==> config.mk <==
export PLATFORM = sky130hd
export DESIGN_NAME = decimal_digit_multiplier
export DESIGN_NICKNAME = d
export VERILOG_FILES = /design/src/rtl/ddm_pkg.sv /design/src/rtl/ddm_digit_store.sv /design/src/rtl/ddm_result_store.sv /design/src/rtl/ddm_div10.sv /design/src/rtl/decimal_digit_multiplier.sv
export SDC_FILE = /design/constraint.sdc
export NUM_CORES = 1
export LEC_CHECK = 0
export BUFFER_PORTS_ARGS = -buffer_cell sky130_fd_sc_hd__buf_4
export CORE_ASPECT_RATIO = 2
export CORE_UTILIZATION = 51
export DETAILED_ROUTE_END_ITERATION = 10
export HOLD_SLACK_MARGIN = 0.06
export PLACE_DENSITY = 0.66
export SLEW_MARGIN = 40
export SYNTH_ARGS = -nofsm -noshare
export SYNTH_HDL_FRONTEND = slang
export SYNTH_SLANG_ARGS = --single-unit
==> constraint.sdc <==
create_clock -name clk_i -period 9 [get_ports clk_i]
set_clock_uncertainty 0.05 [all_clocks]
set_input_delay 0.9 -clock clk_i [delete_from_list [all_inputs] [get_ports clk_i]]
set_output_delay 0.9 -clock clk_i [all_outputs]
set_load 0.005 [all_outputs]
==> src/rtl/ddm_pkg.sv <==
// shared constants and helpers for the decimal digit multiplier
// no dependencies
package ddm_pkg;

  localparam int unsigned DigitW   = 4;
  localparam int unsigned MaxDigit = 9;
  localparam int unsigned MaxProd  = MaxDigit * MaxDigit;

  // x / 10 == (x * DivRecip) >> DivShift for x below 43690
  localparam int unsigned DivRecip = 52429;
  localparam int unsigned DivShift = 19;

  function automatic logic [DigitW-1:0] clamp_digit(logic [DigitW-1:0] d);
    logic [DigitW-1:0] res;
    res = (d > DigitW'(MaxDigit)) ? DigitW'(MaxDigit) : d;
    return res;
  endfunction

endpackage

==> src/rtl/ddm_digit_store.sv <==
// factor digit memories, one write port and one registered read port each
// depends on ddm_pkg
module ddm_digit_store #(
  parameter int unsigned DEPTH = 32,
  parameter int unsigned AW    = 5
) (
  input  logic                          clk_i,
  input  logic                          we_i,
  input  logic [AW-1:0]                 waddr_i,
  input  logic [ddm_pkg::DigitW-1:0]    wdata_a_i,
  input  logic [ddm_pkg::DigitW-1:0]    wdata_b_i,
  input  logic                          re_i,
  input  logic [AW-1:0]                 raddr_a_i,
  input  logic [AW-1:0]                 raddr_b_i,
  output logic [ddm_pkg::DigitW-1:0]    rdata_a_o,
  output logic [ddm_pkg::DigitW-1:0]    rdata_b_o
);

  logic [ddm_pkg::DigitW-1:0] mem_a_q [DEPTH];
  logic [ddm_pkg::DigitW-1:0] mem_b_q [DEPTH];
  logic [ddm_pkg::DigitW-1:0] rdata_a_q;
  logic [ddm_pkg::DigitW-1:0] rdata_b_q;

  always_ff @(posedge clk_i) begin
    if (we_i) begin
      mem_a_q[waddr_i] <= wdata_a_i;
      mem_b_q[waddr_i] <= wdata_b_i;
    end
  end

  always_ff @(posedge clk_i) begin
    if (re_i) begin
      rdata_a_q <= mem_a_q[raddr_a_i];
      rdata_b_q <= mem_b_q[raddr_b_i];
    end
  end

  assign rdata_a_o = rdata_a_q;
  assign rdata_b_o = rdata_b_q;

endmodule

==> src/rtl/ddm_result_store.sv <==
// product digit memory, one write port and one registered read port
// depends on ddm_pkg
module ddm_result_store #(
  parameter int unsigned DEPTH = 64,
  parameter int unsigned AW    = 6
) (
  input  logic                          clk_i,
  input  logic                          we_i,
  input  logic [AW-1:0]                 waddr_i,
  input  logic [ddm_pkg::DigitW-1:0]    wdata_i,
  input  logic                          re_i,
  input  logic [AW-1:0]                 raddr_i,
  output logic [ddm_pkg::DigitW-1:0]    rdata_o
);

  logic [ddm_pkg::DigitW-1:0] mem_q [DEPTH];
  logic [ddm_pkg::DigitW-1:0] rdata_q;

  always_ff @(posedge clk_i) begin
    if (we_i) begin
      mem_q[waddr_i] <= wdata_i;
    end
  end

  always_ff @(posedge clk_i) begin
    if (re_i) begin
      rdata_q <= mem_q[raddr_i];
    end
  end

  assign rdata_o = rdata_q;

endmodule

==> src/rtl/ddm_div10.sv <==
// shared divide-by-ten unit: quotient by reciprocal multiply, remainder by shift-add
// depends on ddm_pkg
module ddm_div10 #(
  parameter int unsigned W = 13
) (
  input  logic [W-1:0]               x_i,
  output logic [W-1:0]               q_o,
  output logic [ddm_pkg::DigitW-1:0] r_o
);

  localparam int unsigned PrW = W + 16;

  logic [PrW-1:0] prod_w;
  logic [W-1:0]   q_w;
  logic [W+3:0]   q10_w;
  logic [W+3:0]   diff_w;

  assign prod_w = PrW'(x_i) * PrW'(ddm_pkg::DivRecip);
  assign q_w    = W'(prod_w >> ddm_pkg::DivShift);
  assign q10_w  = ((W+4)'(q_w) << 3) + ((W+4)'(q_w) << 1);
  assign diff_w = (W+4)'(x_i) - q10_w;

  assign q_o = q_w;
  assign r_o = diff_w[ddm_pkg::DigitW-1:0];

endmodule

==> src/rtl/decimal_digit_multiplier.sv <==
// top level of the decimal digit multiplier: sequencer, accumulator and stream ports
// depends on ddm_pkg, ddm_digit_store, ddm_result_store, ddm_div10
//
// Digit pairs are taken one per cycle, most significant first, until tlast or
// MAX_DIGITS pairs; the block then drops tready and works column by column from
// the least significant one, with a single 4x4 multiply-accumulate fed from the
// factor memories and one shared divide-by-ten unit that both splits each column
// sum and ripples the carry. The multiply-accumulate visits every digit product
// once; the 2n product digits then leave at one per cycle while the sink is ready.
module decimal_digit_multiplier #(
  parameter int unsigned MAX_DIGITS = 32
) (
  input  logic       clk_i,
  input  logic       rst_ni,
  input  logic       s_axis_tvalid,
  output logic       s_axis_tready,
  input  logic [7:0] s_axis_tdata,   // digit_a [3:0], digit_b [7:4]
  input  logic       s_axis_tlast,   // last_pair
  output logic       m_axis_tvalid,
  input  logic       m_axis_tready,
  output logic [7:0] m_axis_tdata,   // product_digit [3:0], zero fill [7:4]
  output logic       m_axis_tlast    // last_digit
);

  localparam int unsigned DW = ddm_pkg::DigitW;
  localparam int unsigned AW = (MAX_DIGITS > 1) ? $clog2(MAX_DIGITS) : 1;
  localparam int unsigned NW = $clog2(MAX_DIGITS + 1);
  localparam int unsigned CW = $clog2(2 * MAX_DIGITS);
  localparam int unsigned SW = $clog2(MAX_DIGITS * ddm_pkg::MaxProd + 1);
  localparam int unsigned PW = SW + 1;

  localparam logic [3:0] ST_LOAD  = 4'd0;
  localparam logic [3:0] ST_INIT  = 4'd1;
  localparam logic [3:0] ST_MAC   = 4'd2;
  localparam logic [3:0] ST_DRAIN = 4'd3;
  localparam logic [3:0] ST_DIVS  = 4'd4;
  localparam logic [3:0] ST_PADD  = 4'd5;
  localparam logic [3:0] ST_DIVP  = 4'd6;
  localparam logic [3:0] ST_WTOP  = 4'd7;
  localparam logic [3:0] ST_EMIT  = 4'd8;

  logic [3:0]    state_q, state_d;
  logic [NW-1:0] n_q, n_d;
  logic [CW-1:0] c_q, c_d;
  logic [AW-1:0] i_q, i_d;
  logic [AW-1:0] j_q, j_d;
  logic          v1_q, v1_d;
  logic [SW-1:0] acc_q, acc_d;
  logic [SW-1:0] sq_q, sq_d;
  logic [DW-1:0] sr_q, sr_d;
  logic [SW-1:0] prevq_q, prevq_d;
  logic [SW-1:0] rc_q, rc_d;
  logic [PW-1:0] p_q, p_d;
  logic [DW-1:0] tens_q, tens_d;
  logic [NW:0]   pos_q, pos_d;
  logic          ov_q, ov_d;
  logic          olast_q, olast_d;

  logic          in_acc;
  logic [NW-1:0] n_inc;
  logic          ends;
  logic [CW:0]   cx, nx, ilo_w, ihi_w, j_w;
  logic [NW:0]   total;

  logic          dig_re;
  logic [DW-1:0] dig_a, dig_b;
  logic [7:0]    prod_w;

  logic          res_we;
  logic [CW-1:0] res_waddr;
  logic [DW-1:0] res_wdata;
  logic          res_re;
  logic [DW-1:0] res_rdata;

  logic [PW-1:0] div_x;
  logic [PW-1:0] div_q;
  logic [DW-1:0] div_r;

  assign s_axis_tready = (state_q == ST_LOAD);
  assign in_acc        = s_axis_tvalid && s_axis_tready;
  assign n_inc         = n_q + NW'(1);
  assign ends          = s_axis_tlast || (n_inc == NW'(MAX_DIGITS));

  // term range of the current column
  assign cx    = (CW+1)'(c_q);
  assign nx    = (CW+1)'(n_q);
  assign ilo_w = (cx >= nx - (CW+1)'(1)) ? cx - (nx - (CW+1)'(1)) : '0;
  assign ihi_w = (cx < nx) ? cx : nx - (CW+1)'(1);
  assign j_w   = cx - ilo_w;
  assign total = {n_q, 1'b0};

  assign prod_w = 8'(dig_a) * 8'(dig_b);
  assign div_x  = (state_q == ST_DIVP) ? p_q : PW'(acc_q);

  ddm_digit_store #(
    .DEPTH (MAX_DIGITS),
    .AW    (AW)
  ) u_digits (
    .clk_i     (clk_i),
    .we_i      (in_acc),
    .waddr_i   (n_q[AW-1:0]),
    .wdata_a_i (ddm_pkg::clamp_digit(s_axis_tdata[3:0])),
    .wdata_b_i (ddm_pkg::clamp_digit(s_axis_tdata[7:4])),
    .re_i      (dig_re),
    .raddr_a_i (i_q),
    .raddr_b_i (j_q),
    .rdata_a_o (dig_a),
    .rdata_b_o (dig_b)
  );

  ddm_div10 #(
    .W (PW)
  ) u_div10 (
    .x_i (div_x),
    .q_o (div_q),
    .r_o (div_r)
  );

  ddm_result_store #(
    .DEPTH (2 * MAX_DIGITS),
    .AW    (CW)
  ) u_result (
    .clk_i   (clk_i),
    .we_i    (res_we),
    .waddr_i (res_waddr),
    .wdata_i (res_wdata),
    .re_i    (res_re),
    .raddr_i (pos_q[CW-1:0]),
    .rdata_o (res_rdata)
  );

  always_comb begin
    state_d   = state_q;
    n_d       = n_q;
    c_d       = c_q;
    i_d       = i_q;
    j_d       = j_q;
    v1_d      = 1'b0;
    acc_d     = v1_q ? acc_q + SW'(prod_w) : acc_q;
    sq_d      = sq_q;
    sr_d      = sr_q;
    prevq_d   = prevq_q;
    rc_d      = rc_q;
    p_d       = p_q;
    tens_d    = tens_q;
    pos_d     = pos_q;
    ov_d      = ov_q;
    olast_d   = olast_q;
    dig_re    = 1'b0;
    res_we    = 1'b0;
    res_waddr = c_q + CW'(1);
    res_wdata = div_r;
    res_re    = 1'b0;

    unique case (state_q)
      ST_LOAD: begin
        if (in_acc) begin
          n_d = n_inc;
          if (ends) begin
            c_d     = CW'({n_q, 1'b0});
            rc_d    = '0;
            prevq_d = '0;
            state_d = ST_INIT;
          end
        end
      end
      ST_INIT: begin
        i_d     = ilo_w[AW-1:0];
        j_d     = j_w[AW-1:0];
        acc_d   = '0;
        state_d = ST_MAC;
      end
      ST_MAC: begin
        dig_re = 1'b1;
        v1_d   = 1'b1;
        if (i_q == ihi_w[AW-1:0]) begin
          state_d = ST_DRAIN;
        end else begin
          i_d = i_q + AW'(1);
          j_d = j_q - AW'(1);
        end
      end
      ST_DRAIN: begin
        state_d = ST_DIVS;
      end
      ST_DIVS: begin
        sq_d    = div_q[SW-1:0];
        sr_d    = div_r;
        state_d = ST_PADD;
      end
      ST_PADD: begin
        // the top column keeps its whole sum
        p_d     = ((c_q != '0) ? PW'(sr_q) : PW'(acc_q)) + PW'(prevq_q) + PW'(rc_q);
        state_d = ST_DIVP;
      end
      ST_DIVP: begin
        res_we  = 1'b1;
        rc_d    = div_q[SW-1:0];
        prevq_d = sq_q;
        if (c_q == '0) begin
          tens_d  = (div_q > PW'(ddm_pkg::MaxDigit)) ? DW'(ddm_pkg::MaxDigit) : div_q[DW-1:0];
          state_d = ST_WTOP;
        end else begin
          c_d     = c_q - CW'(1);
          state_d = ST_INIT;
        end
      end
      ST_WTOP: begin
        res_we    = 1'b1;
        res_waddr = '0;
        res_wdata = tens_q;
        pos_d     = '0;
        state_d   = ST_EMIT;
      end
      ST_EMIT: begin
        if (pos_q != total) begin
          res_re = !ov_q || m_axis_tready;
        end else if (!ov_q || m_axis_tready) begin
          n_d     = '0;
          state_d = ST_LOAD;
        end
      end
      default: begin
        state_d = ST_LOAD;
      end
    endcase

    // output register fed straight from the result read port
    if (res_re) begin
      ov_d    = 1'b1;
      olast_d = (pos_q == total - (NW+1)'(1));
      pos_d   = pos_q + (NW+1)'(1);
    end else if (m_axis_tready) begin
      ov_d = 1'b0;
    end
  end

  always_ff @(posedge clk_i or negedge rst_ni) begin
    if (!rst_ni) begin
      state_q <= ST_LOAD;
      n_q     <= '0;
      v1_q    <= 1'b0;
      ov_q    <= 1'b0;
      pos_q   <= '0;
    end else begin
      state_q <= state_d;
      n_q     <= n_d;
      v1_q    <= v1_d;
      ov_q    <= ov_d;
      pos_q   <= pos_d;
    end
  end

  always_ff @(posedge clk_i) begin
    c_q     <= c_d;
    i_q     <= i_d;
    j_q     <= j_d;
    acc_q   <= acc_d;
    sq_q    <= sq_d;
    sr_q    <= sr_d;
    prevq_q <= prevq_d;
    rc_q    <= rc_d;
    p_q     <= p_d;
    tens_q  <= tens_d;
    olast_q <= olast_d;
  end

  assign m_axis_tvalid = ov_q;
  assign m_axis_tdata  = {4'b0000, res_rdata};
  assign m_axis_tlast  = olast_q;

endmodule

==> impl_metrics.tcl <==
set metrics [dict create \
    status "completed" \
    grt.overflow.total 0 \
    cts_buffers 51 \
    slowest_delay_ns 0.59 \
    diodes 0 \
    die_w_um 175 \
    setup_violations 0 \
    p_sw_share_pct 20.2 \
    cts.path.max_buffers 3 \
    n_fill_cell 4688 \
    grt_pass1_wl_mm 106 \
    fin_crit_ns 8.05 \
    synthFlopType "edfxtp_1" \
    ioPinCount 24 \
    drive_above_1_share_pct 14.2 \
    synthTopCellsByArea "edfxtp_1, mux4_2, ha_1, fa_1, nor2_1" \
    synth.yosys.warnings 0 \
    synth.distinct_cells 71 \
    worst_path_most_repeated_cell "inv_1" \
    p_per_area_mw_per_mm2 161 \
    ctsResizeCount 0 \
    seqPwrFrac_pct 59.2 \
    antenna_found_initial 2 \
    syn2layout_area_growth_pct 8.62 \
    port_buffers 19 \
    dr.pass1.iters 5 \
    path_buf_inv 8 \
    p_int_mw 4.24 \
    grt_use_total_pct 23.6 \
    via_count 16700 \
    cts_sinks 623 \
    syn_inst 2020 \
    worstSkewPairLatency_ns 0.63 \
    max_freq_mhz 124 \
    critPathLaunchType "flip-flop" \
    cts_tree "done" \
    grt_max_degree 65 \
    place_hpwl_mm 49.9 \
    path_class "reg -> reg" \
    p_sw_mw 1.07 \
    clkPwrFrac_pct 40.2 \
    cap_violations 0 \
    synth-edff-count 592 \
    worst_pin_slew_ns 0.878 \
    grt_pass1_vias 17800 \
    startpoint "state_q[0]" \
    r2r_slack_ns 0.95 \
    yosysTopAreaCell "edfxtp_1" \
    r2r_cells 25 \
    timing.hold.ws_ns 0.0983 \
    ys_seq_elements 623 \
    total_power_mw 5.31 \
    worstSetupEndpoint "u_result.mem_q[61][3]" \
    postCtsHoldBufs 0 \
    place_congestion 0.853 \
    ant_nets 0 \
    root_buffer "clkbuf_16" \
    setup_slack_ns 0.950 \
    fin_nets 2252 \
    die_h_um 347 \
    pre_cts_ws_ns 0.937 \
    die_area_mm2 0.0607 \
    peakVddDrop_mv 0.174 \
    cts_setup_buffers 0 \
    avgViaCountPerCell 5.86 \
    fin_setup_tns_ns 0 \
    power.leakage_nw 12.1 \
    core_area_mm2 0.0590 \
    critPathArrivalTime_ns 8.35 \
    yosysSeqAreaShare_pct 60.8 \
    finalCritPeriodShare_pct 89.4 \
    maxSlewViolCount 0 \
    rows 126 \
    cp.required_ns 9.30 \
    routedWlPerCell_um 24.5 \
    wirelength_mm 69.5 \
    h-tree-depth 2 \
    hp-class "in -> async" \
    reg2reg_to "u_result.mem_q[61][3]" \
    clkTransAtPathRegs_ns 0.07 \
    crit_family "adder cells" \
    start_util_pct 51.6 \
    endpoint_kind "flip-flop" \
    netlist_area_mm2 0.0304 \
    rsz0062_at_grt "false" \
    drtIter0Drc 1108 \
    comb_power_share_pct 0.6 \
    hold_violations 0 \
    cp_slowest_cell "and4bb_4" \
    reg2reg_from "state_q[0]" \
    syn-mean-instance-area_um2 15.1 \
    async_flop_share_pct 3.05 \
    yosysTopAreaCellShare_pct 58.4 \
    path_max_fanout 64 \
    slew-limit-headroom_pct 41.0 \
    path_depth 25 \
    drc 0 \
]
-- metal layers --
metal  up-vias  track usage [%]  routed length (um)
met3       179             2.52                2510
met2       456             45.6               39300
met1      8472             24.2               23200
met4         2             13.5                4430
li1       7551                -                   -
met5         -                0                  18
-- cell type report --
class / instances / area, um2 / area share [%]
clock buffer: 62 / 1320 / 3.99
tap: 768 / 961 / 2.91
clock inverter: 30 / 259 / 0.784
inverter: 182 / 683 / 2.07
sequential: 623 / 18500 / 56.0
multi-input combinational: 1133 / 11000 / 33.3
timing repair buffer: 43 / 330 / 1.00
-- synthesized netlist by cell type, types with 12 or more instances --
library cell and instances:
a21o_1 20, a21oi_1 51, and2_1 38, buf_1 14
clkbuf_1 62, dfrtp_1 19, dfxtp_1 12, edfxtp_1 592
fa_1 69, ha_1 136, inv_1 182, mux2i_1 53
mux4_2 140, nand2_1 93, nand3_1 32, nor2_1 183
nor2b_1 14, nor3_1 29, o21ai_0 53, xnor2_1 50
xor2_1 21
-- metrics by stage --
stage / std cells / util (%) / cell area (um2)
3_3_place_gp: 2749 / 53.3 / 31400
3_5_place_dp: 2749 / 53.4 / 31500
6_report: 2841 / 56.0 / 33000
5_1_grt: 2841 / 56.0 / 33000
2_1_floorplan: 2023 / - / 30400
4_1_cts: 2841 / 56.0 / 33000
-- cell usage in the layout (no fill, tap or decap), types with 26 or more instances in the layout --
cell	count
buf_4	41
nand3_1	32
xnor2_1	50
clkbuf_16	51
edfxtp_1	592
mux2i_1	53
nor3_1	26
inv_1	182
nor2_1	180
a21oi_1	49
ha_1	136
o21ai_0	52
and2_1	37
nand2_1	93
fa_1	69
mux4_2	140
-- how the worst min path moves through the flow --
| stage | start | to | slack [ns] | cells past startpoint |
|---|---|---|---|---|
| 4_1_cts | rst_ni | pos_q[5] | 0.09 | 1 |
| 6_report | rst_ni | pos_q[5] | 0.1 | 1 |
| 3_5_place_dp | acc_q[6] | acc_q[6] | 0.43 | 2 |
| 5_1_grt | rst_ni | pos_q[5] | 0.11 | 1 |
| 3_3_place_gp | acc_q[6] | acc_q[6] | 0.42 | 2 |
| 2_1_floorplan | acc_q[5] | acc_q[5] | 0.41 | 2 |
-- registers in the layout, summed over array words and instances (netlist names), 5 cells and up --
name              flops
u_result.mem_q      256
u_digits.mem_a_q    128
u_digits.mem_b_q    128
p_q                  13
acc_q                12
prevq_q              10
rc_q                 10
sq_q                 10
pos_q                 7
c_q                   6
n_q                   6
i_q                   5
j_q                   5
-- power by group through the flow --
| stage | Clock, mW | Sequential, mW | Combinational, mW |
|---|---|---|---|
| floorplan | 0 | 3.21 | 0.0122 |
| global placement | 0 | 3.21 | 0.0308 |
| detailed placement | 0 | 3.21 | 0.0325 |
| CTS | 2.16 | 3.14 | 0.0325 |
| global route | 2.26 | 3.14 | 0.0347 |
| finish | 2.14 | 3.14 | 0.0319 |
-- kinds of logic after synthesis --
family | after synthesis | synth area share [%]
adder cells (fa/ha/maj) | 205 | 10.1
buffers and inverters | 267 | 3.39
XOR/XNOR | 71 | 2.04
AO/OA/AOI/OAI | 205 | 4.36
other | 1 | 0.0123
AND/OR/NAND/NOR | 447 | 6.86
multiplexers | 201 | 12.4
flip-flops | 623 | 60.8
-- worst reg2reg max path, delay by kind of cell, from the launching register on --
family | cells | cell delay [ns]
buffers and inverters | 8 | 1.32
flip-flops | 1 | 0.52
AO/OA/AOI/OAI | 5 | 1.34
adder cells (fa/ha/maj) | 6 | 2.60
AND/OR/NAND/NOR | 5 | 1.58
multiplexers | 1 | 0.33
No activity file was read; power rests on OpenSTA's default activity.
